**config.mk**
```make
export PLATFORM = sky130hd
export DESIGN_NAME = rtp_jitter_reorder_buffer_top
export DESIGN_NICKNAME = d
export VERILOG_FILES = /design/src/rjrb_pkg.sv /design/src/rjrb_ram.sv /design/src/rjrb_mod_unit.sv /design/src/rtp_jitter_reorder_buffer_top.sv
export SDC_FILE = /design/constraint.sdc
export NUM_CORES = 2
export LEC_CHECK = 0
export ABC_AREA = 1
export BUFFER_PORTS_ARGS = -buffer_cell sky130_fd_sc_hd__buf_4
export CAP_MARGIN = 10
export CORE_MARGIN = 2
export CORE_UTILIZATION = 60
export DETAILED_ROUTE_END_ITERATION = 10
export GPL_ROUTABILITY_DRIVEN = 0
export PLACE_DENSITY = 0.76
export SYNTH_ARGS = -nofsm -noshare
export SYNTH_HDL_FRONTEND = slang
export SYNTH_SLANG_ARGS = --single-unit
```
**constraint.sdc**
```tcl
create_clock -name clock -period 43.5 [get_ports clock]
set_clock_uncertainty 0.15 [all_clocks]
set_input_delay 2.175 -clock clock [delete_from_list [all_inputs] [get_ports clock]]
set_output_delay 2.175 -clock clock [all_outputs]
set_load 0.05 [all_outputs]
```
**src/rjrb_pkg.sv**
```systemverilog
// Shared constants and types for the jitter reorder buffer.
`default_nettype none
package rjrb_pkg;

   localparam int MAX_SLOTS_DEFAULT   = 64;
   localparam logic [6:0]  SLOT_COUNT_RESET  = 7'd20;
   localparam logic [15:0] WATER_LEVEL_RESET = 16'd10;

   localparam int SEQ_W   = 16;
   localparam int TAG_W   = 16;
   localparam int CNT_W   = 32;
   localparam int REQ_W   = 40;
   localparam int RSP_W   = 192;
   localparam int CSR_AW  = 3;

   localparam logic REG_SLOT_COUNT  = 1'b0;
   localparam logic REG_WATER_LEVEL = 1'b1;

   typedef enum logic [1:0] {
      OP_PUSH   = 2'd0,
      OP_PEEK   = 2'd1,
      OP_POP    = 2'd2,
      OP_POP_PK = 2'd3
   } op_type;

   typedef enum logic [2:0] {
      ST_STORED    = 3'd0,
      ST_OUT_WIN   = 3'd1,
      ST_DUPLICATE = 3'd2,
      ST_DELIVERED = 3'd3,
      ST_NOTHING   = 3'd4,
      ST_STALE     = 3'd5,
      ST_NO_PEEK   = 3'd6
   } status_type;

   typedef struct packed {
      logic [CNT_W-1:0] stale_total;
      logic [CNT_W-1:0] deliver_total;
      logic [CNT_W-1:0] store_total;
      logic [CNT_W-1:0] drop_total;
      logic [SEQ_W-1:0] next_seq;
      logic [6:0]       held_count;
      logic [TAG_W-1:0] out_tag;
      logic [SEQ_W-1:0] out_seq;
      logic             flushed;
      status_type       status;
   } rsp_type;

endpackage
`default_nettype wire

```
**src/rjrb_ram.sv**
```systemverilog
// Generic single-address RAM with registered read.
`default_nettype none
module rjrb_ram #(
   parameter int WIDTH = 32,
   parameter int DEPTH = 64
) (
   input  wire logic                     clock,
   input  wire logic                     we,
   input  wire logic [$clog2(DEPTH)-1:0] addr,
   input  wire logic [WIDTH-1:0]         wdata,
   output logic      [WIDTH-1:0]         rdata
);
   logic [WIDTH-1:0] mem [DEPTH];

   always_ff @(posedge clock) begin
      if (we) begin
         mem[addr] <= wdata;
      end
      rdata <= mem[addr];
   end
endmodule
`default_nettype wire

```
**src/rjrb_mod_unit.sv**
```systemverilog
// Bit-serial remainder unit: dividend modulo slot count, one bit per cycle.
`default_nettype none
module rjrb_mod_unit #(
   parameter int MAX_SLOTS = rjrb_pkg::MAX_SLOTS_DEFAULT
) (
   input  wire logic                           clock,
   input  wire logic                           reset,
   input  wire logic                           start,
   input  wire logic [rjrb_pkg::SEQ_W-1:0]     dividend,
   input  wire logic [$clog2(MAX_SLOTS+1)-1:0] divisor,
   output logic                                done,
   output logic      [$clog2(MAX_SLOTS)-1:0]   rem
);
   localparam int NW = $clog2(MAX_SLOTS + 1);
   localparam int IW = $clog2(MAX_SLOTS);
   localparam int SW = rjrb_pkg::SEQ_W;
   localparam int KW = $clog2(SW + 1);

   logic [SW-1:0] shift_ff, shift_in;
   logic [NW-1:0] rem_ff, rem_in;
   logic [KW-1:0] cnt_ff, cnt_in;
   logic          busy_ff, busy_in;
   logic          done_ff, done_in;
   logic [NW:0]   trial;

   always_comb begin
      trial    = {rem_ff, shift_ff[SW-1]};
      shift_in = shift_ff;
      rem_in   = rem_ff;
      cnt_in   = cnt_ff;
      busy_in  = busy_ff;
      done_in  = 1'b0;
      if (start) begin
         shift_in = dividend;
         rem_in   = '0;
         cnt_in   = KW'(SW);
         busy_in  = 1'b1;
      end else if (busy_ff) begin
         shift_in = {shift_ff[SW-2:0], 1'b0};
         if (trial >= {1'b0, divisor}) begin
            rem_in = NW'(trial - {1'b0, divisor});
         end else begin
            rem_in = NW'(trial);
         end
         cnt_in = cnt_ff - 1'b1;
         if (cnt_ff == KW'(1)) begin
            busy_in = 1'b0;
            done_in = 1'b1;
         end
      end
   end

   always_ff @(posedge clock) begin
      if (reset) begin
         busy_ff <= 1'b0;
         done_ff <= 1'b0;
         cnt_ff  <= '0;
      end else begin
         busy_ff <= busy_in;
         done_ff <= done_in;
         cnt_ff  <= cnt_in;
      end
      shift_ff <= shift_in;
      rem_ff   <= rem_in;
   end

   assign done = done_ff;
   assign rem  = rem_ff[IW-1:0];
endmodule
`default_nettype wire

```
**src/rtp_jitter_reorder_buffer_top.sv**
```systemverilog
// Top level of the jitter reorder buffer: register port, sequencer and slot store.
// Each command passes through these states: idle to accept it, S_DIV while the bit-serial
// remainder unit maps a sequence number onto its slot (its bit steps plus its done
// register; slot count is a register value), S_EXEC to decide and update state, S_CMP
// to check the slot read-back when a peek or pop finds a held slot, S_POP for the pop
// step on a pop peeked or on a pop that delivers, and S_FIN to load the result register,
// which waits while the receiver holds off a waiting result. The input is not ready while a
// command is in work; a finished result waits in the output register while the next
// command is taken. Slot valid bits clear at reset and on flush at once.
`default_nettype none
module rtp_jitter_reorder_buffer_top #(
   parameter int MAX_SLOTS = rjrb_pkg::MAX_SLOTS_DEFAULT
) (
   input  wire logic                         clock,
   input  wire logic                         reset,
   // op[1:0], seq_num[17:2], payload_tag[33:18], zero pad
   input  wire logic [rjrb_pkg::REQ_W-1:0]   req_tdata,
   input  wire logic                         req_tvalid,
   output logic                              req_tready,
   // status[2:0], flushed[3], out_seq[19:4], out_tag[35:20], held_count[42:36],
   // next_seq[58:43], drop_total[90:59], store_total[122:91],
   // deliver_total[154:123], stale_total[186:155], zero pad
   output logic      [rjrb_pkg::RSP_W-1:0]   rsp_tdata,
   output logic                              rsp_tvalid,
   input  wire logic                         rsp_tready,
   input  wire logic                         csr_psel,
   input  wire logic                         csr_penable,
   input  wire logic                         csr_pwrite,
   input  wire logic [rjrb_pkg::CSR_AW-1:0]  csr_paddr,
   input  wire logic [31:0]                  csr_pwdata,
   output logic      [31:0]                  csr_prdata,
   output logic                              csr_pready
);
   localparam int NW = $clog2(MAX_SLOTS + 1);
   localparam int IW = $clog2(MAX_SLOTS);
   localparam int SW = rjrb_pkg::SEQ_W;
   localparam int TW = rjrb_pkg::TAG_W;
   localparam int CW = rjrb_pkg::CNT_W;

   typedef enum logic [5:0] {
      S_IDLE = 6'b000001,
      S_DIV  = 6'b000010,
      S_EXEC = 6'b000100,
      S_CMP  = 6'b001000,
      S_POP  = 6'b010000,
      S_FIN  = 6'b100000
   } state_type;

   state_type state_ff, state_in;

   logic [6:0]  slot_count_ff, slot_count_in;
   logic [15:0] water_level_ff, water_level_in;
   logic [NW-1:0] n_slots;

   rjrb_pkg::op_type     op_ff, op_in;
   logic [SW-1:0]        seq_ff, seq_in;
   logic [TW-1:0]        tag_ff, tag_in;
   logic [IW-1:0]        idx_ff, idx_in;
   rjrb_pkg::status_type status_ff, status_in;
   logic                 flushed_ff, flushed_in;
   logic [SW-1:0]        os_ff, os_in;
   logic [TW-1:0]        ot_ff, ot_in;

   logic [SW-1:0]        next_out_ff, next_out_in;
   logic                 pend_ff, pend_in;
   logic [SW-1:0]        pseq_ff, pseq_in;
   logic [TW-1:0]        ptag_ff, ptag_in;
   logic                 orph_ff, orph_in;
   logic [NW-1:0]        held_ff, held_in;
   logic [MAX_SLOTS-1:0] valid_ff, valid_in;
   logic [CW-1:0]        drops_ff, drops_in, stores_ff, stores_in;
   logic [CW-1:0]        delivers_ff, delivers_in, stales_ff, stales_in;

   logic                 rsp_valid_ff, rsp_valid_in;
   rjrb_pkg::rsp_type    rsp_ff, rsp_in;

   logic                 mod_start, mod_done;
   logic [IW-1:0]        mod_rem;
   logic                 ram_we;
   logic [SW+TW-1:0]     ram_rdata;
   logic                 req_fire, csr_write;

   logic [NW:0]          used;
   logic                 full, orph_a;
   logic [NW-1:0]        held_a;
   logic [MAX_SLOTS-1:0] valid_a;
   logic [SW-1:0]        next_a, span;

   // configuration registers
   assign csr_pready = 1'b1;
   assign csr_write  = csr_psel && csr_penable && csr_pwrite;

   always_comb begin
      slot_count_in  = slot_count_ff;
      water_level_in = water_level_ff;
      if (csr_write) begin
         unique case (csr_paddr[2])
            rjrb_pkg::REG_SLOT_COUNT:  slot_count_in  = csr_pwdata[6:0];
            rjrb_pkg::REG_WATER_LEVEL: water_level_in = csr_pwdata[15:0];
            default: ;
         endcase
      end
      unique case (csr_paddr[2])
         rjrb_pkg::REG_SLOT_COUNT:  csr_prdata = {25'd0, slot_count_ff};
         rjrb_pkg::REG_WATER_LEVEL: csr_prdata = {16'd0, water_level_ff};
         default:                   csr_prdata = '0;
      endcase
   end

   always_comb begin
      if (slot_count_ff == 7'd0) begin
         n_slots = NW'(1);
      end else if (32'(slot_count_ff) > MAX_SLOTS) begin
         n_slots = NW'(MAX_SLOTS);
      end else begin
         n_slots = NW'(slot_count_ff);
      end
   end

   assign req_tready = (state_ff == S_IDLE);
   assign req_fire   = req_tvalid && req_tready;
   assign mod_start  = req_fire;

   rjrb_mod_unit #(.MAX_SLOTS(MAX_SLOTS)) u_mod (
      .clock    (clock),
      .reset    (reset),
      .start    (mod_start),
      .dividend ((rjrb_pkg::op_type'(req_tdata[1:0]) == rjrb_pkg::OP_PUSH) ?
                 req_tdata[17:2] : next_out_ff),
      .divisor  (n_slots),
      .done     (mod_done),
      .rem      (mod_rem)
   );

   rjrb_ram #(.WIDTH(SW + TW), .DEPTH(MAX_SLOTS)) u_slot_ram (
      .clock (clock),
      .we    (ram_we),
      .addr  (idx_ff),
      .wdata ({tag_ff, seq_ff}),
      .rdata (ram_rdata)
   );

   // push bookkeeping after an optional flush
   always_comb begin
      used    = (NW + 1)'(held_ff) + (NW + 1)'(orph_ff);
      full    = used >= (NW + 1)'(n_slots);
      held_a  = full ? '0 : held_ff;
      orph_a  = full ? (orph_ff || pend_ff) : orph_ff;
      valid_a = full ? '0 : valid_ff;
      next_a  = ((held_a == '0) && !orph_a) ? (seq_ff - water_level_ff) : next_out_ff;
      span    = seq_ff - next_a;
   end

   always_comb begin
      state_in     = state_ff;
      op_in        = op_ff;
      seq_in       = seq_ff;
      tag_in       = tag_ff;
      idx_in       = idx_ff;
      status_in    = status_ff;
      flushed_in   = flushed_ff;
      os_in        = os_ff;
      ot_in        = ot_ff;
      next_out_in  = next_out_ff;
      pend_in      = pend_ff;
      pseq_in      = pseq_ff;
      ptag_in      = ptag_ff;
      orph_in      = orph_ff;
      held_in      = held_ff;
      valid_in     = valid_ff;
      drops_in     = drops_ff;
      stores_in    = stores_ff;
      delivers_in  = delivers_ff;
      stales_in    = stales_ff;
      rsp_valid_in = rsp_valid_ff;
      rsp_in       = rsp_ff;
      ram_we       = 1'b0;

      if (rsp_valid_ff && rsp_tready) begin
         rsp_valid_in = 1'b0;
      end

      unique case (state_ff)
         S_IDLE: begin
            if (req_fire) begin
               op_in      = rjrb_pkg::op_type'(req_tdata[1:0]);
               seq_in     = req_tdata[17:2];
               tag_in     = req_tdata[33:18];
               flushed_in = 1'b0;
               os_in      = '0;
               ot_in      = '0;
               state_in   = S_DIV;
            end
         end
         S_DIV: begin
            if (mod_done) begin
               idx_in   = mod_rem;
               state_in = S_EXEC;
            end
         end
         S_EXEC: begin
            state_in = S_FIN;
            if (op_ff == rjrb_pkg::OP_PUSH) begin
               valid_in   = valid_a;
               held_in    = held_a;
               orph_in    = orph_a;
               flushed_in = full;
               if (full && orph_a && (n_slots == NW'(1))) begin
                  drops_in  = drops_ff + 1'b1;
                  status_in = rjrb_pkg::ST_OUT_WIN;
               end else begin
                  next_out_in = next_a;
                  if (32'(span) > 32'(n_slots)) begin
                     drops_in  = drops_ff + 1'b1;
                     status_in = rjrb_pkg::ST_OUT_WIN;
                  end else if (valid_a[idx_ff]) begin
                     drops_in  = drops_ff + 1'b1;
                     status_in = rjrb_pkg::ST_DUPLICATE;
                  end else begin
                     valid_in[idx_ff] = 1'b1;
                     held_in   = held_a + 1'b1;
                     stores_in = stores_ff + 1'b1;
                     ram_we    = 1'b1;
                     status_in = rjrb_pkg::ST_STORED;
                  end
               end
            end else if (op_ff == rjrb_pkg::OP_POP_PK) begin
               state_in = S_POP;
            end else if (pend_ff) begin
               status_in = rjrb_pkg::ST_DELIVERED;
               os_in     = pseq_ff;
               ot_in     = ptag_ff;
               state_in  = (op_ff == rjrb_pkg::OP_POP) ? S_POP : S_FIN;
            end else if (!valid_ff[idx_ff]) begin
               next_out_in = next_out_ff + 1'b1;
               status_in   = rjrb_pkg::ST_NOTHING;
            end else begin
               state_in = S_CMP;
            end
         end
         S_CMP: begin
            state_in = S_FIN;
            if (ram_rdata[SW-1:0] != next_out_ff) begin
               valid_in[idx_ff] = 1'b0;
               if (held_ff != '0) begin
                  held_in = held_ff - 1'b1;
               end
               stales_in = stales_ff + 1'b1;
               status_in = rjrb_pkg::ST_STALE;
            end else begin
               pend_in   = 1'b1;
               orph_in   = 1'b0;
               pseq_in   = ram_rdata[SW-1:0];
               ptag_in   = ram_rdata[SW+TW-1:SW];
               os_in     = ram_rdata[SW-1:0];
               ot_in     = ram_rdata[SW+TW-1:SW];
               status_in = rjrb_pkg::ST_DELIVERED;
               if (op_ff == rjrb_pkg::OP_POP) begin
                  state_in = S_POP;
               end
            end
         end
         S_POP: begin
            state_in    = S_FIN;
            next_out_in = next_out_ff + 1'b1;
            if (!pend_ff) begin
               status_in = rjrb_pkg::ST_NO_PEEK;
            end else begin
               os_in   = pseq_ff;
               ot_in   = ptag_ff;
               pend_in = 1'b0;
               if (orph_ff) begin
                  orph_in = 1'b0;
               end else if (valid_ff[idx_ff]) begin
                  valid_in[idx_ff] = 1'b0;
                  if (held_ff != '0) begin
                     held_in = held_ff - 1'b1;
                  end
               end
               delivers_in = delivers_ff + 1'b1;
               status_in   = rjrb_pkg::ST_DELIVERED;
            end
         end
         S_FIN: begin
            if (!rsp_valid_ff || rsp_tready) begin
               rsp_in.status        = status_ff;
               rsp_in.flushed       = flushed_ff;
               rsp_in.out_seq       = os_ff;
               rsp_in.out_tag       = ot_ff;
               rsp_in.held_count    = 7'(held_ff);
               rsp_in.next_seq      = next_out_ff;
               rsp_in.drop_total    = drops_ff;
               rsp_in.store_total   = stores_ff;
               rsp_in.deliver_total = delivers_ff;
               rsp_in.stale_total   = stales_ff;
               rsp_valid_in         = 1'b1;
               state_in             = S_IDLE;
            end
         end
         default: state_in = S_IDLE;
      endcase
   end

   always_ff @(posedge clock) begin
      if (reset) begin
         state_ff       <= S_IDLE;
         slot_count_ff  <= rjrb_pkg::SLOT_COUNT_RESET;
         water_level_ff <= rjrb_pkg::WATER_LEVEL_RESET;
         next_out_ff    <= '0;
         pend_ff        <= 1'b0;
         pseq_ff        <= '0;
         ptag_ff        <= '0;
         orph_ff        <= 1'b0;
         held_ff        <= '0;
         valid_ff       <= '0;
         drops_ff       <= '0;
         stores_ff      <= '0;
         delivers_ff    <= '0;
         stales_ff      <= '0;
         rsp_valid_ff   <= 1'b0;
      end else begin
         state_ff       <= state_in;
         slot_count_ff  <= slot_count_in;
         water_level_ff <= water_level_in;
         next_out_ff    <= next_out_in;
         pend_ff        <= pend_in;
         pseq_ff        <= pseq_in;
         ptag_ff        <= ptag_in;
         orph_ff        <= orph_in;
         held_ff        <= held_in;
         valid_ff       <= valid_in;
         drops_ff       <= drops_in;
         stores_ff      <= stores_in;
         delivers_ff    <= delivers_in;
         stales_ff      <= stales_in;
         rsp_valid_ff   <= rsp_valid_in;
      end
      op_ff      <= op_in;
      seq_ff     <= seq_in;
      tag_ff     <= tag_in;
      idx_ff     <= idx_in;
      status_ff  <= status_in;
      flushed_ff <= flushed_in;
      os_ff      <= os_in;
      ot_ff      <= ot_in;
      rsp_ff     <= rsp_in;
   end

   assign rsp_tvalid = rsp_valid_ff;
   assign rsp_tdata  = {5'd0, rsp_ff};
endmodule
`default_nettype wire
```
==> insert_results.sql <==
INSERT INTO impl_metrics (metric_group, metric, value, unit) VALUES
('clock_tree', 'clock_path_buffers', '3', ''),
('yosys', 'synth_largest_type_area_fraction', '67.87', '%'),
('clock_tree', 'cts_htree_levels', '4', ''),
('route', 'routed-via-count', '68700', ''),
('global_route', 'gr-total-overflow', '0', ''),
('floorplan', 'core-area', '171000', 'µm²'),
('worst_setup_path', 'critical-path-max-stage-delay', '0.65', 'ns'),
('yosys', 'ys_async_sr_fraction', '0', '%'),
('yosys', 'synth_edf_count', '2327', ''),
('worst_setup_path', 'category_of_the_worst_setup_path_launch_point', 'register', ''),
('worst_setup_path', 'critical_path.most_common_cell', 'nand2_1', ''),
('route', 'drc_errors', '0', ''),
('pwr', 'power.leakage', '0.03886', 'µW'),
('worst_setup_path', 'critical_path_buf_inv_count', '8', ''),
('outcome', 'status', 'complete, no violations', ''),
('placed_design', 'io_buffers', '262', ''),
('sta', 'fmax', '107.3', 'MHz'),
('sta', 'finalHoldViolations', '0', ''),
('global_route', 'grt_first_pass_wirelength', '417500', 'µm'),
('finish', 'syn2layout_area_growth', '13.06', '%'),
('sta', 'worstMarginPinSlew', '1.345', 'ns'),
('job', 'maxCapViolCount', '0', ''),
('worst_setup_path', 'timing.reg2reg.setup_slack', '34.18', 'ns'),
('finish', 'nFillCells', '11090', ''),
('floorplan', 'io-pin-count', '309', ''),
('global_route', 'global_route_usage_over_all_layers', '32.29', '%'),
('clock_tree', 'cts.root.buffer_cell', 'clkbuf_16', ''),
('clock_tree', 'clock_edge_transition_at_the_registers_on_the_reported_setup_and_hold_paths', '0.06', 'ns'),
('finish', 'layout.cells.non_filler', '10400', ''),
('finish', 'layout.nets', '8088', ''),
('route', 'drtAntennaViolNets', '0', ''),
('yosys', 'synth-warning-count', '0', ''),
('clock_tree', 'cts.repair.resized', '0', ''),
('floorplan', 'fp.dieArea', '174900', 'µm²'),
('sta', 'finalMaxSlewViolations', '0', ''),
('route', 'wire_per_inst', '27.57', 'µm'),
('route', 'wl', '286700', 'µm'),
('worst_setup_path', 'timing.critical_path.max_delay_family', 'simple AND/OR/NAND/NOR gates', ''),
('worst_setup_path', 'critical-path-slowest-cell', 'nor2_4', ''),
('yosys', 'synth_sequential_area_ratio', '74.19', '%'),
('hold_path', 'worst_hold_path_type', 'reg -> reg', ''),
('yosys', 'synth-seq-cells', '2652', ''),
('worst_setup_path', 'critical_path_peak_fanout', '30', ''),
('worst_setup_path', 'critical_path_required', '43.92', 'ns'),
('global_route', 'number_of_global_route_vias_before_repair', '66030', ''),
('pwr', 'pwr_density_cell', '44.46', 'nW/µm²'),
('sta', 'totalNegativeSetupSlack', '0', 'ns'),
('placed_design', 'hpwl_after_dpl', '154900', 'µm'),
('finish', 'regArea', '76380', 'µm²'),
('worst_setup_path', 'crit_path_end_kind', 'register', ''),
('worst_setup_path', 'crit_arrival', '9.75', 'ns'),
('route', 'via_per_inst', '6.609', ''),
('clock_tree', 'cts_setup_buffers', '0', ''),
('route', 'drt_first_iter_violations', '10530', ''),
('clock_tree', 'cts-hold-fix-buffers', '0', ''),
('floorplan', 'rows', '152', ''),
('sta', 'setup_violations', '0', ''),
('floorplan', 'start_util', '60.22', '%'),
('sta', 'slew_headroom', '10.32', '%'),
('clock_tree', 'clk_latency', '0.92', 'ns'),
('floorplan', 'die_width', '418.2', 'µm'),
('sta', 'min_period_over_period', '21.43', '%'),
('yosys', 'synthDominantAreaCellType', 'edfxtp_1', ''),
('sta', 'finalCriticalPeriod', '9.323', 'ns'),
('yosys', 'synthesis.instances', '7664', ''),
('yosys', 'synth.lib_cells_used.distinct', '64', ''),
('yosys', 'synth.cell_area', '103000', 'µm²'),
('finish', 'proportion_of_layout_cells_with_a_drive_suffix_above_1', '11.81', '%'),
('yosys', 'syn-mean-instance-area', '13.43', 'µm²'),
('placed_design', 'place_inst', '9939', ''),
('yosys', 'ys_dominant_reg_cell', 'edfxtp_1', ''),
('clock_tree', 'tritoncts_clock_tree', 'done', ''),
('sta', 'setup_repair_after_global_routing_missed_its_margin', 'no', ''),
('finish', 'multi_input_comb_area', '23880', 'µm²'),
('clock_tree', 'tritoncts.num_buffers', '239', ''),
('floorplan', 'die_h', '418.2', 'µm'),
('yosys', 'synth.top_cells.by_area', 'edfxtp_1, dfxtp_1, nand2_1, a221oi_1, a22oi_1', ''),
('pwr', 'vdd_ir_drop_max', '0.00004379', 'V'),
('global_route', 'antenna_violations_before_repair', '9', ''),
('clock_tree', 'clkSinkCount', '2652', ''),
('global_route', 'grt_max_degree', '129', ''),
('worst_setup_path', 'crit_type', 'reg -> reg', ''),
('route', 'drtPass1Iterations', '7', '');
-- cells in the mapped netlist, drive strengths merged (7+ instances only) --
master,count
edfxtp,2327
nand2,1390
inv,427
o21ai,374
nor2,371
dfxtp,325
clkbuf,316
a22oi,303
a21oi,287
a221oi,279
nand4,278
a22o,220
nand3,172
buf,98
a31oi,95
nor3,89
xor2,62
ha,57
nor4,28
a211oi,21
a21boi,20
o22ai,20
xnor2,19
or2,11
a2111o,8
o21a,8
nor3b,7
o211ai,7
-- through the flow --
step | hold WS, ns | cell area [µm²] | setup WS, ns | total power [µW] | utilization, %
final | 0.2482 | 116400 | 34.18 | 5175 | 68.08
after global routing | 0.2652 | 116400 | 33.64 | 5299 | 68.07
after CTS | 0.2477 | 116400 | 34.40 | 5181 | 68.07
after detailed placement | 0.2545 | 108100 | 34.43 | 3039 | 63.22
after global placement | 0.2526 | 108100 | 34.60 | 3032 | 63.22
after floorplan | 0.2503 | 103000 | 22.50 | 2977 | -
-- cells in the final DEF, fill, tap and decap left out, types with 23 or more instances in the layout --
cell	instances
edfxtp_1	2327
nand2_1	1362
buf_4	425
inv_1	419
o21ai_0	371
dfxtp_1	325
a22oi_1	303
a21oi_1	286
nor2_1	281
a221oi_1	279
nand4_1	277
clkbuf_16	244
a22o_1	220
nand3_1	159
a31oi_1	95
nor2_4	82
nor3_1	81
xor2_1	62
ha_1	57
clkbuf_1	51
clkinv_1	44
clkinv_2	38
bufinv_16	32
nor4_1	24
nand2_2	23
-- cell families after synthesis --
kind of cell	count (synthesis)	share of synthesized area [%]
xor gates and xnor gates	81	0.6891
other	2	0.007294
and+or+nand+nor	2355	10.03
AOI/OAI and AO/OA	1669	11.10
buffers and inverters	846	3.250
DFF	2652	74.19
adders and majority gates	59	0.7316
-- worst paths after layout --
path / start / endpoint / depth (start not counted)
hold reg to reg: os_ff[6] / rsp_tdata[10] / 0
hold / removal: os_ff[6] / rsp_tdata[10] / 0
setup / recovery: orph_ff / u_slot_ram.mem[5][18] / 43
setup reg to reg: orph_ff / u_slot_ram.mem[5][18] / 43
-- registers in the layout, summed over array words and instances (netlist names), 32 cells and up --
register          count
rsp_tdata           187
u_slot_ram.rdata     32
delivers_ff          32
valid_ff             64
u_slot_ram.mem     2048
stores_ff            32
stales_ff            32
drops_ff             32
-- metal layers --
metal | wire length (µm) | GRT usage, % | up-vias
li1 | - | - | 29330
met1 | 102400 | 42.42 | 33530
met2 | 131600 | 50.47 | 5027
met3 | 36270 | 7.522 | 815
met4 | 16340 | 17.11 | 4
met5 | 21 | 0 | -
-- where the power goes --
| group | internal (µW) | switching [µW] | leakage (µW) |
|---|---|---|---|
| clock network | 1250 | 936 | 0.00401 |
| logic | 46.3 | 144 | 0.0112 |
| registers | 2790 | 7.36 | 0.0237 |
-- area by class of cell --
type                            instances  area share (%)
Timing Repair Buffer                  436           2.930
Sequential cell                      2652           65.62
Antenna cell                            7         0.01505
Tap cell                             2233           2.400
Clock inverter                        141           1.555
Multi-Input combinational cell       4186           20.51
Clock buffer                          309           5.570
Inverter                              432           1.396
(Power assumes the default switching activity.)
